===== config.mk =====
export PLATFORM = sky130hd
export DESIGN_NAME = sleep_timer_queue
export DESIGN_NICKNAME = d
export VERILOG_FILES = /design/src/design/stq_pkg.sv /design/src/design/stq_front.sv /design/src/design/stq_back.sv /design/src/design/sleep_timer_queue.sv
export SDC_FILE = /design/constraint.sdc
export NUM_CORES = 2
export LEC_CHECK = 0
export BUFFER_PORTS_ARGS = -buffer_cell sky130_fd_sc_hd__buf_2
export CAP_MARGIN = 40
export CORE_MARGIN = 10
export CORE_UTILIZATION = 24
export CTS_BUF_LIST = sky130_fd_sc_hd__clkbuf_4 sky130_fd_sc_hd__clkbuf_8
export CTS_CLUSTER_DIAMETER = 40
export CTS_CLUSTER_SIZE = 30
export DETAILED_ROUTE_END_ITERATION = 8
export GPL_TIMING_DRIVEN = 0
export MAX_ROUTING_LAYER = met4
export SYNTH_ARGS = -nofsm -noshare
export SYNTH_HDL_FRONTEND = slang
export SYNTH_SLANG_ARGS = --single-unit

===== constraint.sdc =====
create_clock -name clk -period 58.4 [get_ports clk]
set_input_delay 5.84 -clock clk [delete_from_list [all_inputs] [get_ports clk]]
set_output_delay 5.84 -clock clk [all_outputs]
set_load 0.01 [all_outputs]

===== src/design/stq_pkg.sv =====
`default_nettype none
package stq_pkg;
  localparam int unsigned TASK_SLOTS_DEF = 16;
  localparam int unsigned RESULT_CAP = 16;
  localparam int unsigned OP_W = 3;
  localparam int unsigned SLOT_W = 4;
  localparam int unsigned AMT_W = 32;
  localparam int unsigned TIME_W = 64;
  localparam int unsigned QDEPTH = 2;

  typedef enum logic [2:0] {
    OP_ADVANCE = 3'd0,
    OP_SCHEDULE = 3'd1,
    OP_CANCEL = 3'd2,
    OP_POP = 3'd3,
    OP_QUERY = 3'd4
  } op_t;

  // Word passed from front to back
  typedef struct packed {
    logic [OP_W-1:0] operation;
    logic [SLOT_W-1:0] task_slot;
    logic [AMT_W-1:0] amount;
  } cmd_t;

  typedef enum logic [2:0] {
    ST_IDLE,
    ST_SEARCH,
    ST_EMIT,
    ST_SINGLE
  } state_t;

  // Result word towards output register
  typedef struct packed {
    logic [SLOT_W-1:0] result_slot;
    logic ok;
    logic [TIME_W-1:0] time_value;
    logic last;
  } res_t;
endpackage
`default_nettype wire


===== src/design/stq_front.sv =====
`default_nettype none
// Input acceptance and a short command queue
module stq_front (
  input  wire logic clk,
  input  wire logic rst,
  input  wire logic in_valid,
  output logic in_ready,
  input  wire stq_pkg::cmd_t in_cmd,
  output logic q_valid,
  input  wire logic q_ready,
  output stq_pkg::cmd_t q_cmd
);
  stq_pkg::cmd_t mem [stq_pkg::QDEPTH];
  logic wptr, rptr;
  logic [1:0] count;
  logic push, pop;

  assign in_ready = (count != 2'd2);
  assign q_valid = (count != 2'd0);
  assign push = in_valid && in_ready;
  assign pop = q_valid && q_ready;
  assign q_cmd = mem[rptr];

  // Store incoming words
  always_ff @(posedge clk) begin
    if (push) mem[wptr] <= in_cmd;
  end

  // Advance pointers and count
  always_ff @(posedge clk) begin
    if (rst) begin
      wptr <= 1'b0;
      rptr <= 1'b0;
      count <= 2'd0;
    end else begin
      if (push) wptr <= ~wptr;
      if (pop) rptr <= ~rptr;
      count <= count + {1'b0, push} - {1'b0, pop};
    end
  end
endmodule
`default_nettype wire


===== src/design/stq_back.sv =====
`default_nettype none
// Executes commands; pop and query walk slots one per cycle to find the earliest
module stq_back #(
  parameter int unsigned TASK_SLOTS = stq_pkg::TASK_SLOTS_DEF
) (
  input  wire logic clk,
  input  wire logic rst,
  input  wire logic q_valid,
  output logic q_ready,
  input  wire stq_pkg::cmd_t q_cmd,
  output logic out_valid,
  input  wire logic out_ready,
  output stq_pkg::res_t out_res
);
  localparam int unsigned IW = (TASK_SLOTS > 1) ? $clog2(TASK_SLOTS) : 1;
  localparam int unsigned CW = $clog2(TASK_SLOTS + 1);
  localparam int unsigned NW = $clog2(stq_pkg::RESULT_CAP + 1);

  stq_pkg::state_t state, state_next;
  logic [stq_pkg::TIME_W-1:0] current_time, next_stamp;
  logic [TASK_SLOTS-1:0] armed;
  logic [stq_pkg::TIME_W-1:0] wake [TASK_SLOTS];
  logic [stq_pkg::TIME_W-1:0] stamp [TASK_SLOTS];
  stq_pkg::cmd_t cmd;
  logic [CW-1:0] scan;
  logic [IW-1:0] scan_idx;
  logic best_found;
  logic [IW-1:0] best_idx;
  logic [stq_pkg::TIME_W-1:0] best_wake, best_stamp;
  logic [NW-1:0] emitted;
  logic in_range;
  logic [IW-1:0] cslot;
  logic better;
  logic due;
  logic take_new;
  logic out_free;
  logic out_load;
  logic hold_valid;
  logic [IW-1:0] hold_slot;
  stq_pkg::res_t res_single;
  stq_pkg::res_t res_load;

  assign out_free = !out_valid || out_ready;
  assign scan_idx = scan[IW-1:0];
  assign in_range = {{(32-stq_pkg::SLOT_W){1'b0}}, cmd.task_slot} < TASK_SLOTS;
  assign cslot = IW'(cmd.task_slot);
  assign better = armed[scan_idx] && (!best_found || wake[scan_idx] < best_wake ||
    (wake[scan_idx] == best_wake && stamp[scan_idx] < best_stamp));
  assign due = best_found && (best_wake <= current_time);
  assign take_new = due && (emitted != NW'(stq_pkg::RESULT_CAP));

  // Next state
  always_comb begin
    state_next = state;
    unique case (state)
      stq_pkg::ST_IDLE: begin
        if (q_valid) begin
          if (q_cmd.operation == stq_pkg::OP_POP || q_cmd.operation == stq_pkg::OP_QUERY)
            state_next = stq_pkg::ST_SEARCH;
          else
            state_next = stq_pkg::ST_SINGLE;
        end
      end
      stq_pkg::ST_SEARCH: begin
        if (scan == CW'(TASK_SLOTS)) begin
          if (cmd.operation == stq_pkg::OP_POP) state_next = stq_pkg::ST_EMIT;
          else state_next = stq_pkg::ST_SINGLE;
        end
      end
      stq_pkg::ST_EMIT: if (out_free) begin
        if (take_new) state_next = stq_pkg::ST_SEARCH;
        else state_next = stq_pkg::ST_IDLE;
      end
      stq_pkg::ST_SINGLE: if (out_free) state_next = stq_pkg::ST_IDLE;
      default: state_next = stq_pkg::ST_IDLE;
    endcase
  end

  // Outputs of the sequencer
  always_comb begin
    q_ready = (state == stq_pkg::ST_IDLE);
    res_single = '0;
    res_single.last = 1'b1;
    case (cmd.operation)
      stq_pkg::OP_ADVANCE: begin
        res_single.ok = 1'b1;
        res_single.time_value = current_time + {32'd0, cmd.amount};
      end
      stq_pkg::OP_SCHEDULE: res_single.ok = in_range && !armed[cslot];
      stq_pkg::OP_CANCEL: res_single.ok = in_range && armed[cslot];
      stq_pkg::OP_QUERY: begin
        res_single.ok = best_found;
        res_single.time_value = best_found ? best_wake : '0;
      end
      default: ;
    endcase
    out_load = 1'b0;
    res_load = res_single;
    unique case (state)
      // Send held slot once next search shows if run ends; none held or due: ok=0
      stq_pkg::ST_EMIT: begin
        out_load = out_free && (hold_valid || !take_new);
        res_load = '0;
        res_load.last = 1'b1;
        if (hold_valid) begin
          res_load.result_slot = stq_pkg::SLOT_W'(hold_slot);
          res_load.ok = 1'b1;
          res_load.last = !take_new;
        end
      end
      stq_pkg::ST_SINGLE: out_load = out_free;
      default: ;
    endcase
  end

  // Sequencer state and control
  always_ff @(posedge clk) begin
    if (rst) begin
      state <= stq_pkg::ST_IDLE;
      current_time <= '0;
      next_stamp <= '0;
      armed <= '0;
      out_valid <= 1'b0;
      hold_valid <= 1'b0;
    end else begin
      state <= state_next;
      if (out_load) begin
        out_valid <= 1'b1;
        out_res <= res_load;
      end else if (out_ready) begin
        out_valid <= 1'b0;
      end
      unique case (state)
        stq_pkg::ST_IDLE: if (q_valid) begin
          cmd <= q_cmd;
          scan <= '0;
          best_found <= 1'b0;
          emitted <= '0;
        end
        stq_pkg::ST_SEARCH: begin
          if (scan != CW'(TASK_SLOTS)) begin
            if (better) begin
              best_found <= 1'b1;
              best_idx <= scan_idx;
              best_wake <= wake[scan_idx];
              best_stamp <= stamp[scan_idx];
            end
            scan <= scan + 1'b1;
          end
        end
        stq_pkg::ST_EMIT: if (out_free) begin
          if (take_new) begin
            // Disarm the due slot and hold it back until the run end is known
            armed[best_idx] <= 1'b0;
            hold_slot <= best_idx;
            hold_valid <= 1'b1;
            emitted <= emitted + 1'b1;
          end else begin
            hold_valid <= 1'b0;
          end
          scan <= '0;
          best_found <= 1'b0;
        end
        stq_pkg::ST_SINGLE: if (out_free) begin
          if (cmd.operation == stq_pkg::OP_ADVANCE) current_time <= res_single.time_value;
          if (cmd.operation == stq_pkg::OP_SCHEDULE && res_single.ok) begin
            armed[cslot] <= 1'b1;
            next_stamp <= next_stamp + 1'b1;
          end
          if (cmd.operation == stq_pkg::OP_CANCEL && res_single.ok) armed[cslot] <= 1'b0;
        end
        default: ;
      endcase
    end
  end

  // Slot table write
  always_ff @(posedge clk) begin
    if (state == stq_pkg::ST_SINGLE && out_free && cmd.operation == stq_pkg::OP_SCHEDULE
        && res_single.ok) begin
      wake[cslot] <= current_time + {32'd0, cmd.amount};
      stamp[cslot] <= next_stamp;
    end
  end
endmodule
`default_nettype wire


===== src/design/sleep_timer_queue.sv =====
// Advance, schedule, cancel and unknown codes go through the single-op state; a query and
// a pop first search every slot, one per cycle.
// Pop due: each due slot is found by a full search and held back by one slot of
// look-ahead, so tlast can be set on the last one.
// The back end takes a new command only when idle; the front queue holds up to two words.
// Synchronous active-high reset clears time, stamp counter and armed bits.
`default_nettype none
module sleep_timer_queue #(
  parameter int unsigned TASK_SLOTS = stq_pkg::TASK_SLOTS_DEF
) (
  input  wire logic clk,
  input  wire logic rst,
  input  wire logic s_tvalid,
  output logic s_tready,
  // [2:0] operation, [6:3] task_slot, [38:7] amount, [39] zero
  input  wire logic [39:0] s_tdata,
  output logic m_tvalid,
  input  wire logic m_tready,
  // [3:0] result_slot, [4] ok, [68:5] time_value, [71:69] zero
  output logic [71:0] m_tdata,
  output logic m_tlast
);
  stq_pkg::cmd_t in_cmd, q_cmd;
  stq_pkg::res_t res;
  logic q_valid, q_ready;

  assign in_cmd.operation = s_tdata[2:0];
  assign in_cmd.task_slot = s_tdata[6:3];
  assign in_cmd.amount = s_tdata[38:7];
  assign m_tdata = {3'd0, res.time_value, res.ok, res.result_slot};
  assign m_tlast = res.last;

  // Front: accept and queue
  stq_front u_front (
    .clk, .rst, .in_valid(s_tvalid), .in_ready(s_tready), .in_cmd,
    .q_valid, .q_ready, .q_cmd
  );

  // Back: execute
  stq_back #(.TASK_SLOTS(TASK_SLOTS)) u_back (
    .clk, .rst, .q_valid, .q_ready, .q_cmd,
    .out_valid(m_tvalid), .out_ready(m_tready), .out_res(res)
  );
endmodule
`default_nettype wire


==> reports/summary.md <==
Data on the critical path is required at its endpoint by 59.06 ns. The number of core rows came out at 240. Pin placement for this block handled 119 I/O pins.

The clock tree synthesis step divided the H-tree into 5 levels. Before antenna repair, the detailed router went through 6 iterations. The maximum VDD drop is 0.0313 mV, and the minimum clock period after layout is 11.09 ns.

The logs give 0 for the count of pins over their slew limit and 0 for the number of nets still failing antenna checks after routing. The met1 track demand over resource came out at 0.174. In this run the cell area of the synthesized design comes to 0.103 sq mm. The run gives 221,000 um as the post-DP HPWL. The total power density per cell area was 37.2 mW/mm^2.

The count of flip-flops with a built-in enable after synthesis was 2,382; the number of storage elements in the synthesis netlist was 2,539. The tools report the pin count of the biggest net entering global routing as 33. Total power for the finished layout comes to 0.00459 W. The per-cell via count in the routed design was 4.68.

The final hold violation count is 0, and the vias after detailed routing is 57,073. The path class of the tightest hold or removal check is flip-flop to flip-flop. The part of the power in the clock network was 0.304; the switching portion of total power was 0.317. The run finished with clean final reports.

Yosys printed 0 warnings. The initial antenna violation count was 15; the share of flip-flops with an asynchronous set or reset was 0. In the routed design, unresolved DRC markers number 0.

Summed over all cells, the static leakage comes to 36.6 nW. The met2 demand-to-capacity share in global routing is 0.209. The count of mapped cells out of synthesis is 5,350, and the share of post-route cells with drive strength above 1 is 0.290.

On the final layout, the worst clock skew is 0.0954 ns. STA classifies the critical path endpoint as a flip-flop. The cell sitting at the root of the clock tree is a clkbuf_8. The tools report the final wirelength as 301,000 um. By instance count, the cell type seen most on the critical path is buf_4.

The congestion estimate from routability-driven global placement came to 0.904. The post-CTS resize count is 0, and the area enclosed by the die boundary is 0.454 sq mm. The tools report the critical path launch point type as a flip-flop. Setup repair after global routing left no endpoint under its margin. After clock tree synthesis, the clock-pin slew on the worst setup and hold paths is 0.09 ns. The average cell area after synthesis was 19.2 sq um; the largest stage delay on the critical path was 0.70 ns.

For the pin with the worst max-slew slack, the measured transition is 0.958 ns. The floorplan step defined a core boundary enclosing 0.427 sq mm. In this run the vertical extent of the chip is 674 um. The layout has 41,586 filler cells. The tools report the register share of total power as 0.448. By area the synthesized netlist is led by edfxtp_1 (70%), mux4_2 (14%), dfxtp_1 (3.1%).

The portion of synthesized cell area occupied by the leading cell type came out at 0.697. For the portion of total power attributed to combinational logic, the log shows 0.248. The run gives 2,539 as the clock net sink count. The clock insertion delay at the later pin of the skew report is 1.02 ns.

The total routing usage reported by global routing came out at 0.132. TritonCTS built the clock tree. Synthesis instantiated 71 different standard cells from the library.

The sequential-to-total area share from yosys stat came out at 0.727. The largest individual stage delay along the critical path comes from the cell clkbuf_2. Setup violations remaining at the end of the flow were counted as 0. met2 is the most crowded layer. The count of input and output buffers was 114. By startpoint and endpoint, the worst setup path is classified as flip-flop to flip-flop.

The clock passes through at most 4 buffers. Share of the cycle needed by the critical path after routing: 0.190. Data arrives at the worst endpoint at 11.75 ns. Initial standard-cell utilization of the core: 0.241. From left edge to right edge, the die measures 674 um.

Buffers added to address setup during post-CTS repair amount to 0. The internal power was 0.00313 W. The total congestion overflow is 0, and the largest fanout of any net on the critical path is 10.

Counting the buffers created by CTS gives 297. The first global-routing pass estimated 427,000 um of wire. Adding up every negative setup slack in the final design gives 0 ns. Timing would allow up to 90.2 MHz. Buffers inserted to repair hold after CTS numbered 0. The commonest register cell after synthesis is edfxtp_1.

The logs give 6,539 for the count of nets after finishing and 7,871 for the iteration-0 DRC count of the detailed router. The top cell type by total area after synthesis was edfxtp_1. The area added between synthesis and finish was 20.2%.

The via count of the first global-routing pass came out at 56,753. The headroom to the max-slew limit was 0.356; the average wire per standard cell was 24.7 um. The met3 capacity usage during global routing was 0.0207; the max-cap violation count was 0. Net switching power of the design: 0.00146 W.
worst paths after layout:
| kind | slack, ns | depth (start not counted) | from | endpoint |
|---|---|---|---|---|
| worst max-delay path | 47.31 | 32 | flip-flop | u_back.best_stamp[6] |
| worst min-delay path | 0.47 | 2 | u_back.current_time[61] | u_back.current_time[61] |
| worst max register to register | 47.31 | 32 | flip-flop | u_back.best_stamp[6] |
| worst min register to register | 0.47 | 2 | u_back.current_time[61] | u_back.current_time[61] |
power groups by stage:
| stage | sequential [W] | clock [W] | combinational [W] |
|---|---|---|---|
| after floorplan | 0.00210 | 0 | 0.000597 |
| after global placement | 0.00211 | 0 | 0.00100 |
| after detailed placement | 0.00210 | 0 | 0.00114 |
| after CTS | 0.00206 | 0.00142 | 0.00115 |
| after global routing | 0.00206 | 0.00149 | 0.00120 |
| final | 0.00206 | 0.00139 | 0.00114 |
cells in the final DEF (no fill, tap or decap), drive strengths merged, types with 46 or more instances in the layout:
cell type and count:
mux4 633, nor2 235, a21o 46, ha 230
clkbuf 503, nand2 161, a21oi 132, edfxtp 2382
o21ai 92, clkinv 76, xor2 59, xnor2 84
a211oi 61, nand4 72, buf 667, inv 326
nand3 66, dfxtp 157
sequential cells by signal, summed over array words and instances, names as in the netlist, 2 cells and up, named ones only:
register             flops
u_back.wake           1024
u_back.best_idx          4
u_back.current_time     64
u_back.best_stamp       64
u_front.count            2
u_back.armed            16
u_back.state             2
u_back.stamp          1024
u_front.mem             78
u_back.hold_slot         4
u_back.cslot             4
u_back.out_res          70
u_back.best_wake        64
u_back.next_stamp       64
u_back.scan              5
u_back.cmd              35
u_back.emitted           5
through the flow:
step | cells | cell area (sq um) | hold slack (ns) | setup WS [ns] | util
4_1_cts | 12186 | 123000 | 0.463 | 47.27 | 0.289
3_5_place_dp | 11652 | 117000 | 0.429 | 47.39 | 0.273
6_report | 12195 | 123000 | 0.472 | 47.31 | 0.289
3_3_place_gp | 11153 | 110000 | 0.430 | 22.10 | 0.259
5_1_grt | 12192 | 123000 | 0.490 | 46.87 | 0.289
2_1_floorplan | 5352 | 103000 | 0.424 | 37.58 | -
metal layers:
| metal | share of wire | vias to the layer above |
|---|---|---|
| met2 | 0.48 | 2802 |
| met5 | 0 | - |
| li1 | - | 23600 |
| met3 | 0.083 | 500 |
| met4 | 0.033 | 0 |
| met1 | 0.41 | 30171 |
final cells by class:
cell class	count	area, sq um	area share
clock buffers	325	4370	0.0354
flip-flops and latches	2539	74700	0.605
diodes	9	22.5	0.000182
clock inverters	209	2420	0.0196
multi-input cells	2339	26500	0.215
plain buffers	235	926	0.00750
well taps	5687	7120	0.0576
repair buffers	613	6500	0.0527
inverters	239	897	0.00727
synthesized netlist by cell type, types with 4 or more instances:
cell type and n:
o2111ai_1 7, a221oi_1 4, nand2b_1 19, a22oi_1 21, nand4_1 72, buf_1 50
nor2b_1 34, xnor2_1 84, mux2_2 43, o22ai_1 9, and3_1 27, inv_1 239
or4_1 5, a31oi_1 26, a22o_1 36, xor2_1 59, nor3_1 43, a21o_1 46
a2111oi_0 12, nor4_1 14, ha_1 230, a211oi_1 61, o21bai_1 10, o211ai_1 11
or2_2 7, o31a_1 7, o21a_1 8, a21oi_1 132, dfxtp_1 157, nor2_1 234
nand2_1 161, and4_1 15, o41ai_1 4, a211o_1 4, mux2i_1 24, edfxtp_1 2382
or3_1 18, and2_1 12, mux4_2 633, nand3_1 66, buf_4 5, o31ai_1 8
nor4b_1 5, clkbuf_1 178, o21ai_0 91
critical path, delay by kind of cell, from the launching register on:
family	cells	cell delay, ns
adder cells (fa/ha/maj)	1	0.35
AO/OA/AOI/OAI	3	1.05
AND/OR/NAND/NOR	6	2.55
multiplexers	2	1.07
buffers and inverters	20	5.31
flip-flops	1	0.32
kinds of logic (layout without fill, tap and decap cells):
group           after synthesis  after routing  share of synthesized area
xor+xnor                    143            143                     0.0122
other cells                   1             12                  0.0000365
simple gates                742            742                     0.0352
buf+inv                     474           1621                     0.0176
flops                      2539           2539                      0.727
fa+ha+maj                   231            231                     0.0282
compound gates              520            520                     0.0334
mux                         700            700                      0.146
Note: power is estimated with default switching activity, not from simulation.
